[config.mk]
export PLATFORM = sky130hd
export DESIGN_NAME = lifetime_aliasing_pool_allocator
export DESIGN_NICKNAME = d
export VERILOG_FILES = /design/src/sv/afal_pkg.sv /design/src/sv/afal_pool_mem.sv /design/src/sv/afal_ctrl.sv /design/src/sv/lifetime_aliasing_pool_allocator.sv
export SDC_FILE = /design/constraint.sdc
export NUM_CORES = 2
export LEC_CHECK = 0
export BUFFER_PORTS_ARGS = -buffer_cell sky130_fd_sc_hd__buf_2
export CAP_MARGIN = 10
export CORE_ASPECT_RATIO = 0.75
export CORE_MARGIN = 10
export CORE_UTILIZATION = 35
export CTS_BUF_LIST = sky130_fd_sc_hd__clkbuf_2 sky130_fd_sc_hd__clkbuf_4 sky130_fd_sc_hd__clkbuf_8
export DETAILED_ROUTE_END_ITERATION = 10
export GPL_TIMING_DRIVEN = 0
export PLACE_DENSITY_LB_ADDON = 0.08
export SYNTH_ARGS = -nofsm -noshare
export SYNTH_HDL_FRONTEND = slang
export SYNTH_SLANG_ARGS = --single-unit
[constraint.sdc]
create_clock -name aclk -period 11.7 [get_ports aclk]
set_clock_uncertainty 0.05 [all_clocks]
set_input_delay 0 -clock aclk [delete_from_list [all_inputs] [get_ports aclk]]
set_output_delay 0 -clock aclk [all_outputs]
set_load 0.05 [all_outputs]
[src/sv/afal_pkg.sv]
// Shared types and constants for the lifetime aliasing pool allocator.
// Used by afal_ctrl and the top level; has no dependencies.
`default_nettype none

package afal_pkg;

    // Marks a request whose resource is never used.
    localparam logic [31:0] UNUSED_PASS = 32'hFFFF_FFFF;

    typedef enum logic [1:0] {
        STATUS_REUSED   = 2'd0,
        STATUS_NEW      = 2'd1,
        STATUS_IMPORTED = 2'd2,
        STATUS_FULL     = 2'd3
    } afal_status_t;

    typedef enum logic [1:0] {
        ST_IDLE,
        ST_SCAN,
        ST_FINISH
    } afal_state_t;

    typedef struct packed {
        logic [15:0]  handle;
        afal_status_t status;
        logic [3:0]   slot;
        logic         is_image;
    } afal_result_t;

endpackage

`default_nettype wire

[src/sv/afal_pool_mem.sv]
// Slot storage for both pools: descriptor keys and last-use passes.
// One write port, one read port with registered read data. No dependencies.
`default_nettype none

module afal_pool_mem #(
    parameter int AW = 5,
    parameter int KW = 32
) (
    input  wire logic          aclk,
    input  wire logic          rd_en,
    input  wire logic [AW-1:0] rd_addr,
    output logic      [KW-1:0] rd_key,
    output logic      [31:0]   rd_last,
    input  wire logic          wr_key_en,
    input  wire logic          wr_last_en,
    input  wire logic [AW-1:0] wr_addr,
    input  wire logic [KW-1:0] wr_key,
    input  wire logic [31:0]   wr_last
);

    localparam int DEPTH = 1 << AW;

    logic [KW-1:0] key_mem  [DEPTH];
    logic [31:0]   last_mem [DEPTH];

    always_ff @(posedge aclk) begin
        if (wr_key_en) begin
            key_mem[wr_addr] <= wr_key;
        end
        if (wr_last_en) begin
            last_mem[wr_addr] <= wr_last;
        end
    end

    always_ff @(posedge aclk) begin
        if (rd_en) begin
            rd_key  <= key_mem[rd_addr];
            rd_last <= last_mem[rd_addr];
        end
    end

endmodule

`default_nettype wire

[src/sv/afal_ctrl.sv]
// Request sequencer: first-fit scan over the selected pool, then write-back.
// Depends on afal_pkg and afal_pool_mem.
`default_nettype none

module afal_ctrl #(
    parameter int POOL_DEPTH = 16,
    parameter int KEY_BITS   = 32
) (
    input  wire logic                  aclk,
    input  wire logic                  aresetn,
    input  wire logic                  req_valid,
    output logic                       req_ready,
    input  wire logic [15:0]           req_handle,
    input  wire logic                  req_is_image,
    input  wire logic                  req_is_imported,
    input  wire logic [31:0]           req_desc_key,
    input  wire logic [31:0]           req_first_pass,
    input  wire logic [31:0]           req_last_pass,
    output logic                       res_valid,
    input  wire logic                  res_ready,
    output afal_pkg::afal_result_t     res
);

    localparam int KW = (KEY_BITS < 32) ? KEY_BITS : 32;
    localparam int IW = (POOL_DEPTH > 1) ? $clog2(POOL_DEPTH) : 1;
    localparam int CW = $clog2(POOL_DEPTH + 1);
    localparam int AW = IW + 1;
    localparam logic [CW-1:0] DEPTH_C = CW'(POOL_DEPTH);

    afal_pkg::afal_state_t  state_reg, state_next;
    afal_pkg::afal_status_t status_reg, status_next;

    logic [15:0]   handle_reg;
    logic          img_reg;
    logic [KW-1:0] key_reg;
    logic [31:0]   first_reg;
    logic [31:0]   last_reg;
    logic [CW-1:0] n_reg, n_next;
    logic [CW-1:0] issue_reg, issue_next;
    logic          chk_valid_reg, chk_valid_next;
    logic [IW-1:0] chk_idx_reg, chk_idx_next;
    logic [IW-1:0] idx_reg, idx_next;
    logic [CW-1:0] cnt_img_reg, cnt_img_next;
    logic [CW-1:0] cnt_buf_reg, cnt_buf_next;

    logic          accept;
    logic          rd_en;
    logic [KW-1:0] rd_key;
    logic [31:0]   rd_last;
    logic          match;
    logic          wr_key_en;
    logic          wr_last_en;

    afal_pool_mem #(
        .AW (AW),
        .KW (KW)
    ) u_mem (
        .aclk       (aclk),
        .rd_en      (rd_en),
        .rd_addr    ({img_reg, issue_reg[IW-1:0]}),
        .rd_key     (rd_key),
        .rd_last    (rd_last),
        .wr_key_en  (wr_key_en),
        .wr_last_en (wr_last_en),
        .wr_addr    ({img_reg, idx_reg}),
        .wr_key     (key_reg),
        .wr_last    (last_reg)
    );

    assign accept = req_valid && req_ready;
    assign rd_en  = (state_reg == afal_pkg::ST_SCAN) && (issue_reg < n_reg);
    assign match  = chk_valid_reg && (rd_key == key_reg) && (rd_last < first_reg);

    always_ff @(posedge aclk) begin
        if (!aresetn) begin
            state_reg     <= afal_pkg::ST_IDLE;
            chk_valid_reg <= 1'b0;
            cnt_img_reg   <= '0;
            cnt_buf_reg   <= '0;
        end else begin
            state_reg     <= state_next;
            chk_valid_reg <= chk_valid_next;
            cnt_img_reg   <= cnt_img_next;
            cnt_buf_reg   <= cnt_buf_next;
        end
    end

    always_ff @(posedge aclk) begin
        if (accept) begin
            handle_reg <= req_handle;
            img_reg    <= req_is_image;
            key_reg    <= req_desc_key[KW-1:0];
            first_reg  <= req_first_pass;
            last_reg   <= req_last_pass;
        end
        n_reg       <= n_next;
        issue_reg   <= issue_next;
        chk_idx_reg <= chk_idx_next;
        idx_reg     <= idx_next;
        status_reg  <= status_next;
    end

    always_comb begin
        state_next     = state_reg;
        status_next    = status_reg;
        n_next         = n_reg;
        issue_next     = issue_reg;
        chk_valid_next = 1'b0;
        chk_idx_next   = chk_idx_reg;
        idx_next       = idx_reg;
        cnt_img_next   = cnt_img_reg;
        cnt_buf_next   = cnt_buf_reg;
        req_ready      = 1'b0;
        res_valid      = 1'b0;
        wr_key_en      = 1'b0;
        wr_last_en     = 1'b0;

        case (state_reg)
            afal_pkg::ST_IDLE: begin
                req_ready = 1'b1;
                if (req_valid && (req_first_pass != afal_pkg::UNUSED_PASS)) begin
                    issue_next = '0;
                    n_next     = req_is_image ? cnt_img_reg : cnt_buf_reg;
                    if (req_is_imported) begin
                        status_next = afal_pkg::STATUS_IMPORTED;
                        idx_next    = '0;
                        state_next  = afal_pkg::ST_FINISH;
                    end else begin
                        state_next = afal_pkg::ST_SCAN;
                    end
                end
            end
            afal_pkg::ST_SCAN: begin
                // One read is issued per cycle; its data is compared in the next.
                chk_valid_next = rd_en;
                chk_idx_next   = issue_reg[IW-1:0];
                issue_next     = rd_en ? issue_reg + CW'(1) : issue_reg;
                if (match) begin
                    chk_valid_next = 1'b0;
                    status_next    = afal_pkg::STATUS_REUSED;
                    idx_next       = chk_idx_reg;
                    state_next     = afal_pkg::ST_FINISH;
                end else if (!rd_en) begin
                    state_next = afal_pkg::ST_FINISH;
                    if (n_reg < DEPTH_C) begin
                        status_next = afal_pkg::STATUS_NEW;
                        idx_next    = n_reg[IW-1:0];
                    end else begin
                        status_next = afal_pkg::STATUS_FULL;
                        idx_next    = '0;
                    end
                end
            end
            afal_pkg::ST_FINISH: begin
                res_valid = 1'b1;
                if (res_ready) begin
                    state_next = afal_pkg::ST_IDLE;
                    wr_last_en = (status_reg == afal_pkg::STATUS_REUSED) ||
                                 (status_reg == afal_pkg::STATUS_NEW);
                    wr_key_en  = (status_reg == afal_pkg::STATUS_NEW);
                    if (status_reg == afal_pkg::STATUS_NEW) begin
                        if (img_reg) begin
                            cnt_img_next = cnt_img_reg + CW'(1);
                        end else begin
                            cnt_buf_next = cnt_buf_reg + CW'(1);
                        end
                    end
                end
            end
            default: begin
                state_next = afal_pkg::ST_IDLE;
            end
        endcase
    end

    assign res.handle   = handle_reg;
    assign res.status   = status_reg;
    assign res.slot     = 4'(idx_reg);
    assign res.is_image = img_reg;

endmodule

`default_nettype wire

[src/sv/lifetime_aliasing_pool_allocator.sv]
// Top level of the lifetime aliasing pool allocator: stream ports and result register.
// Depends on afal_pkg and afal_ctrl.
//
//  channel | direction | tdata                                   | tuser
//  s_      | in        | handle, desc_key, first_pass, last_pass | is_image, is_imported
//  m_      | out       | handle_out, status, slot (zero padded)  | is_image_out
//
// A request runs in order: the accept in idle, reads of the single slot memory port
// over the n slots held in its pool (up to POOL_DEPTH), each read's data compared
// with the request, then a finish step that writes the slot back once the result is
// taken. A hit ends the scan early. Unused requests are taken in idle and start no
// work and give no result; imported requests skip the scan.
// Reset empties both pools; no clearing pass is needed.
// A result waits in the output register while the next word is taken in.
`default_nettype none

module lifetime_aliasing_pool_allocator #(
    parameter int POOL_DEPTH = 16,
    parameter int KEY_BITS   = 32
) (
    input  wire logic         aclk,
    input  wire logic         aresetn,
    input  wire logic         s_tvalid,
    output logic              s_tready,
    // [15:0] handle, [47:16] desc_key, [79:48] first_pass, [111:80] last_pass
    input  wire logic [111:0] s_tdata,
    // [0] is_image, [1] is_imported
    input  wire logic [1:0]   s_tuser,
    output logic              m_tvalid,
    input  wire logic         m_tready,
    // [15:0] handle_out, [17:16] status, [21:18] slot, [23:22] zero
    output logic [23:0]       m_tdata,
    // [0] is_image_out
    output logic              m_tuser
);

    logic                   res_valid;
    logic                   res_ready;
    afal_pkg::afal_result_t res;
    afal_pkg::afal_result_t out_reg;
    logic                   out_valid_reg;

    afal_ctrl #(
        .POOL_DEPTH (POOL_DEPTH),
        .KEY_BITS   (KEY_BITS)
    ) u_ctrl (
        .aclk            (aclk),
        .aresetn         (aresetn),
        .req_valid       (s_tvalid),
        .req_ready       (s_tready),
        .req_handle      (s_tdata[15:0]),
        .req_is_image    (s_tuser[0]),
        .req_is_imported (s_tuser[1]),
        .req_desc_key    (s_tdata[47:16]),
        .req_first_pass  (s_tdata[79:48]),
        .req_last_pass   (s_tdata[111:80]),
        .res_valid       (res_valid),
        .res_ready       (res_ready),
        .res             (res)
    );

    assign res_ready = !out_valid_reg || m_tready;

    always_ff @(posedge aclk) begin
        if (!aresetn) begin
            out_valid_reg <= 1'b0;
        end else if (res_valid && res_ready) begin
            out_valid_reg <= 1'b1;
        end else if (m_tready) begin
            out_valid_reg <= 1'b0;
        end
    end

    always_ff @(posedge aclk) begin
        if (res_valid && res_ready) begin
            out_reg <= res;
        end
    end

    assign m_tvalid = out_valid_reg;
    assign m_tdata  = {2'b00, out_reg.slot, out_reg.status, out_reg.handle};
    assign m_tuser  = out_reg.is_image;

    // Imported and full answers never name a slot.
    a_no_slot: assert property (@(posedge aclk) disable iff (!aresetn)
        m_tvalid && (m_tdata[17:16] == afal_pkg::STATUS_IMPORTED ||
                     m_tdata[17:16] == afal_pkg::STATUS_FULL) |-> m_tdata[21:18] == 4'd0)
        else $error("imported or full result carries a nonzero slot");

    // An unused request leaves the block free for the next word.
    a_unused_free: assert property (@(posedge aclk) disable iff (!aresetn)
        s_tvalid && s_tready && s_tdata[79:48] == afal_pkg::UNUSED_PASS |=> s_tready)
        else $error("unused request started work");

    // A new result only appears after a request was in progress.
    a_result_after_work: assert property (@(posedge aclk) disable iff (!aresetn)
        $rose(m_tvalid) |-> !$past(s_tready))
        else $error("result appeared while the block was idle");

endmodule

`default_nettype wire

## Word level (Yosys, flattened, before mapping)

Memories as Yosys holds them, arrays and structs flattened. A register that Yosys moved wholly into a read port is not among the register bits.
Index checks and enable logic that the tools add are counted.

- Flip-flop bits (word level): 170
- Bits in latches: 0
- RAM bits: 2048
- Memory bits (read-only): 0
- Bits of input ports: 118
- Output and inout port bits: 27
- Word-level logic and storage cells: 94
- Memories kept: 2

- Add/sub/neg operators: 3
- Multiply operators: 0
- Divide/modulo/power cells: 0
- $lt $le $gt $ge: 3
- Eq/ne operators: 10
- Shift-type cells: 0
- Mux-type cells: 34
- Bitwise gates (word level): 3
- Reduce and logical (&&, ||, !) cells: 20

Memories:

| memory | words | width | rd ports | clocked after Yosys merged registers in | wr ports | RTL line | text |
|---|---|---|---|---|---|---|---|
| u_ctrl.u_mem.key_mem | 32 | 32 | 1 | 1 | 1 | afal_pool_mem.sv:23 | `logic [KW-1:0] key_mem [DEPTH];` |
| u_ctrl.u_mem.last_mem | 32 | 32 | 1 | 1 | 1 | afal_pool_mem.sv:24 | `logic [31:0] last_mem [DEPTH];` |

Operator list:

| operator | number |
|---|---|
| $eq 32x32->1 | 1 |
| $lt 32x32->1 | 1 |
| $ne 32x32->1 const B | 1 |
| $mux 2 | 10 |
| $mux 4 | 5 |
| $add 5x1->5 const B | 3 |
| $mux 5 | 3 |
| $mux 1 | 12 |
| $reduce_and 4->1 | 3 |
| $pmux 5 s2 | 1 |
| $pmux 4 s2 | 1 |
| $logic_and 1x1->1 | 6 |
| $pmux 2 s3 | 1 |
| $reduce_and 3->1 | 2 |
| $lt 5x5->1 | 1 |
| $lt 5x5->1 const B | 1 |
| $eq 2x1->1 const B | 2 |
| $logic_not 2->1 | 2 |
| $ne 2x1->1 const B | 2 |
| $ne 2x2->1 const B | 2 |
| $pmux 2 s2 | 1 |
| $reduce_bool 2->1 | 2 |
| $ne 3x3->1 const B | 1 |
| $not 1->1 | 3 |
| 5 further kinds | 6 |

## Logic depth before layout (Yosys ltp)

- Word-level depth: 6
- Mapped depth: 8
- Mapped depth without buffers: 8

## Modules after synthesis

From an unflattened synthesis, not the netlist that was laid out.

- Cells, all modules: 3601
- Area, all modules: 86701.9 um^2

Modules (own cells, without submodules):

| module | times used | cells an instance | area each (um^2) | seq. area each (um^2) |
|---|---|---|---|---|
| afal_pool_mem | 1 | 3160 | 79759.0 | 63420.8 |
| afal_ctrl | 1 | 410 | 6175.9 | 4254.1 |
| lifetime_aliasing_pool_allocator | 1 | 31 | 767.0 | 710.7 |

## Least setup slack after synthesis

Ideal clock, no wire load.

- Kind: register -> register
- Start point: register u_ctrl.issue_reg[0]
- End point: register u_ctrl.idx_reg[0], enable pin
- Setup time: 0.570 ns
- Arrival time: 5.282 ns
- Required time: 11.080 ns
- Slack: 5.799 ns
- Cell stages (with the launch flop): 7
- Path buffers: 1
- Period minus slack after synthesis: 5.901 ns
- Cell sequence: edfxtp_1 > clkbuf_1 > nand2b_1 > a21o_1 > a21o_1 > a31oi_1 > a211oi_1

- Cells in the longest elaborated chain, start to end: 4

RTL lines:

| what | RTL line | text |
|---|---|---|
| from (decl) | afal_ctrl.sv:39 | `logic [CW-1:0] issue_reg, issue_next;` |
| from (signal assigned) | afal_ctrl.sv:97 | `issue_reg <= issue_next;` |
| $lt 5x5->1 | afal_ctrl.sv:71 | `assign rd_en = (state_reg == afal_pkg::ST_SCAN) && (issue_reg < n_reg);` |
| $logic_and 1x1->1 | afal_ctrl.sv:71 |  |
| named net u_ctrl.rd_en | afal_ctrl.sv:47 | `logic rd_en;` |
| $ne 3x3->1 (no line) | -- |  |
| $reduce_and 4->1 (no line) | -- |  |
| to (signal assigned) | afal_ctrl.sv:99 | `idx_reg <= idx_next;` |
| to (decl) | afal_ctrl.sv:42 | `logic [IW-1:0] idx_reg, idx_next;` |

The timed path passes the listed nets, and every way through them passes these cells.
A chain may end at the register's enable or synchronous reset.

## Worst setup path after layout

- Start point: register u_ctrl.img_reg
- End point: memory u_ctrl.u_mem.key_mem[28][15], enable pin

RTL lines:

| what | RTL line | text |
|---|---|---|
| from (decl) | afal_ctrl.sv:34 | `logic img_reg;` |
| from (signal assigned) | afal_ctrl.sv:91 | `img_reg <= req_is_image;` |
| to (decl) | afal_pool_mem.sv:23 |  |

No word-level cell before the write port.

==> impl_metrics.toml <==
[placed_design]
dp.cells = 7001
place_area_um2 = 94000
gp_congestion = 0.716
dp_hpwl_um = 162000
io_buffers = 142
preCtsSetupSlack_ns = 6.52

[grt]
grt_util_all_layers = 0.186
grt_pass1_vias = 43200
grt_max_degree = 45
grt_first_pass_wirelength_um = 353000
overflow = 0
antenna_found_initial = 15

[floorplanning]
start_util = 0.353
row_count = 157
die_height_um = 451
ios = 145
die_area_um2 = 268000
die_w_um = 594
core_area_um2 = 245000

[sta]
fin_ws_ns = 6.51
finalMaxSlewViolations = 0
period_needed_ns = 5.19
fmax_mhz = 193
setup_viol = 0
rsz0062_at_grt = "no"
fin_crit_sh = 0.444
slew_headroom = 0.138
hold_viol = 0
worstMarginPinSlew_ns = 1.29

[yosys]
async_flop_share = 0
yosysMostFrequentCell = "edfxtp_1"
syn_area_um2 = 86500
ys_seq_area_frac = 0.790
syn_avg_cell_area_um2 = 24.7
synth_cell_types = 47
synth.largest_area_cell = "edfxtp_1"
synthTopCellsByArea = "edfxtp_1 79%, mux4_2 17%, mux2_2 0.90%"
synthFlopType = "edfxtp_1"
synth_top_area_frac = 0.787
synth_edf_count = 2268
yosys_warnings = 0
synthTopCellsByCount = "2268 x edfxtp_1, 640 x mux4_2, 84 x nor2_1"
synth_cells = 3497
ys_ff_latch = 2282

[detailed_routing]
drc = 0
drt_iter0_drc = 4583
routed_via_density = 5.28
wl_per_cell_um = 32.2
drt-pass1-iter-count = 5
ant_nets = 0
vias = 41800
wl_um = 254000

[clock_tree]
clk_latency_ns = 1.00
cts.sinks = 2282
cts_resized = 0
cts_made_buffers = 377
clkTransAtPathRegs_ns = 0.06
cts.htree.levels = 5
clock_path_buffers = 4
root_buffer = "clkbuf_8"
tritoncts = "done"

[worst_setup_path]
cp_max_fo = 17
crit_top_cell = "buf_1"
arrival_ns = 5.79
required_ns = 12.30
worstReg2RegEnd = "u_ctrl.u_mem.key_mem[28][15]"
ff2ff_path_depth = 6
r2r_start = "u_ctrl.img_reg"
critPathMaxStageDelay_ns = 1.01
path_cells = "clkbuf_1 -> buf_1 -> buf_1 -> nand3_1 -> nor2_4 -> buf_12"
startpoint_type = "register"
worstSetupPathType = "register to register"
crit_path_top_delay_cell = "nor2_4"
reg2reg_slack_ns = 6.51
setup.worst_path.end_class = "register"

[power]
clkPwrFrac = 0.388
p_leak_uw = 0.0324
p_switching_uw = 4240
ir_drop_mv = 0.0915
seqPwrFrac = 0.526
comb_power_share = 0.087
internal_power_uw = 13500
pwr_density_cell_nw_per_um2 = 171
p_sw_frac = 0.239

[final_layout]
finalInstanceArea_um2 = 104000
fin_nets = 4519
drive_gt1_frac = 0.359
final_cells = 7910
fillers = 21200
largestRegisters = "u_ctrl.u_mem.key_mem: 1024 flops, u_ctrl.u_mem.last_mem: 1024 flops"
area_growth_pct = 19.8

[hold_path]
hp-class = "input pin to register"
hold_depth = 3
hold_end = "u_ctrl.n_reg[4]"
worstHoldStart = "s_tuser[0]"

[flow_run]
max-cap-violations = 0

[status]
status = "finished clean"
==> cell usage in the layout, fill, tap and decap left out, types with 19 or more instances in the layout <==
| master | count |
|---|---|
| clkbuf_1 | 73 |
| inv_1 | 40 |
| xnor2_1 | 35 |
| edfxtp_1 | 2268 |
| nor2_4 | 65 |
| nand2_1 | 21 |
| clkinv_1 | 95 |
| buf_16 | 23 |
| nand4_1 | 24 |
| clkinv_2 | 31 |
| buf_2 | 162 |
| mux2_2 | 69 |
| buf_12 | 74 |
| nor2_1 | 19 |
| buf_1 | 22 |
| ha_1 | 38 |
| clkbuf_4 | 125 |
| mux4_2 | 640 |
| buf_4 | 35 |
| clkbuf_8 | 390 |
| dlygate4sd3_1 | 235 |
==> worst max-delay path: cells and delay by family, from the launching register on <==
kind,cells,cell delay (ns)
buffers and inverters,4,2.34
DFF,1,0.40
and+or+nand+nor,2,1.98
==> repair_timing <==
item | 4_1_cts | 5_1_grt
hold endpoints to repair | 279 | 0
hold buffers | 235 | 0
buffers inserted | 0 | 0
==> routing by layer <==
metal	GRT usage	vias to the layer above	part of all wire
met1	0.290	23000	0.48
met2	0.264	1535	0.43
met4	0.0439	0	0.021
met5	0	-	0
met3	0.0411	357	0.070
li1	-	16900	-
==> power by group through the flow <==
stage	clock network (uW)	registers (uW)	logic [uW]
6_report	6870	9310	1540
5_1_grt	7440	9330	1630
4_1_cts	7060	9320	1540
3_5_place_dp	0	9490	1480
3_3_place_gp	0	9500	1440
2_1_floorplan	0	9420	872
==> through the flow <==
stage          utilization  hold slack (ns)  total power [uW]  setup TNS (ns)
6_report             0.423           0.0881             17700               0
5_1_grt              0.423           0.0407             18400               0
4_1_cts              0.422          0.00720             17900               0
3_5_place_dp         0.384            0.128             11000               0
3_3_place_gp         0.373            0.126             10900          -13.98
2_1_floorplan            -           0.0489             10300               0
==> how the worst max path moves through the flow <==
stage                              from                      endpoint  slack (ns)
finish                   u_ctrl.img_reg  u_ctrl.u_mem.key_mem[28][15]        6.51
global route             u_ctrl.img_reg  u_ctrl.u_mem.key_mem[28][12]        6.38
CTS                      u_ctrl.img_reg  u_ctrl.u_mem.key_mem[28][15]        6.45
detailed placement       u_ctrl.img_reg  u_ctrl.u_mem.key_mem[28][14]        6.52
global placement    u_ctrl.issue_reg[0]             u_ctrl.idx_reg[1]       -2.21
floorplan           u_ctrl.issue_reg[0]             u_ctrl.idx_reg[0]        5.80
==> logic make-up after synthesis <==
| logic type | count (synthesis) | share of synthesized area |
|---|---|---|
| buf+inv | 203 | 0.0109 |
| simple gates | 179 | 0.00995 |
| compound gates | 36 | 0.00270 |
| mux | 715 | 0.176 |
| fa+ha+maj | 38 | 0.00549 |
| xor+xnor | 43 | 0.00435 |
| flops | 2282 | 0.790 |
| other cells | 1 | 0.0000433 |
==> area by class of cell <==
type / instances / area (um2) / area share
antenna: 5 / 12.5 / 0.000121
buffer: 162 / 802 / 0.00774
clock buffer: 515 / 6310 / 0.0608
clock inverter: 147 / 845 / 0.00815
inverter: 41 / 154 / 0.00148
multi-input combinational: 1013 / 17700 / 0.171
sequential: 2282 / 68400 / 0.660
tap: 3259 / 4080 / 0.0393
timing repair buffer: 486 / 5350 / 0.0516
(Power assumes the default switching activity.)
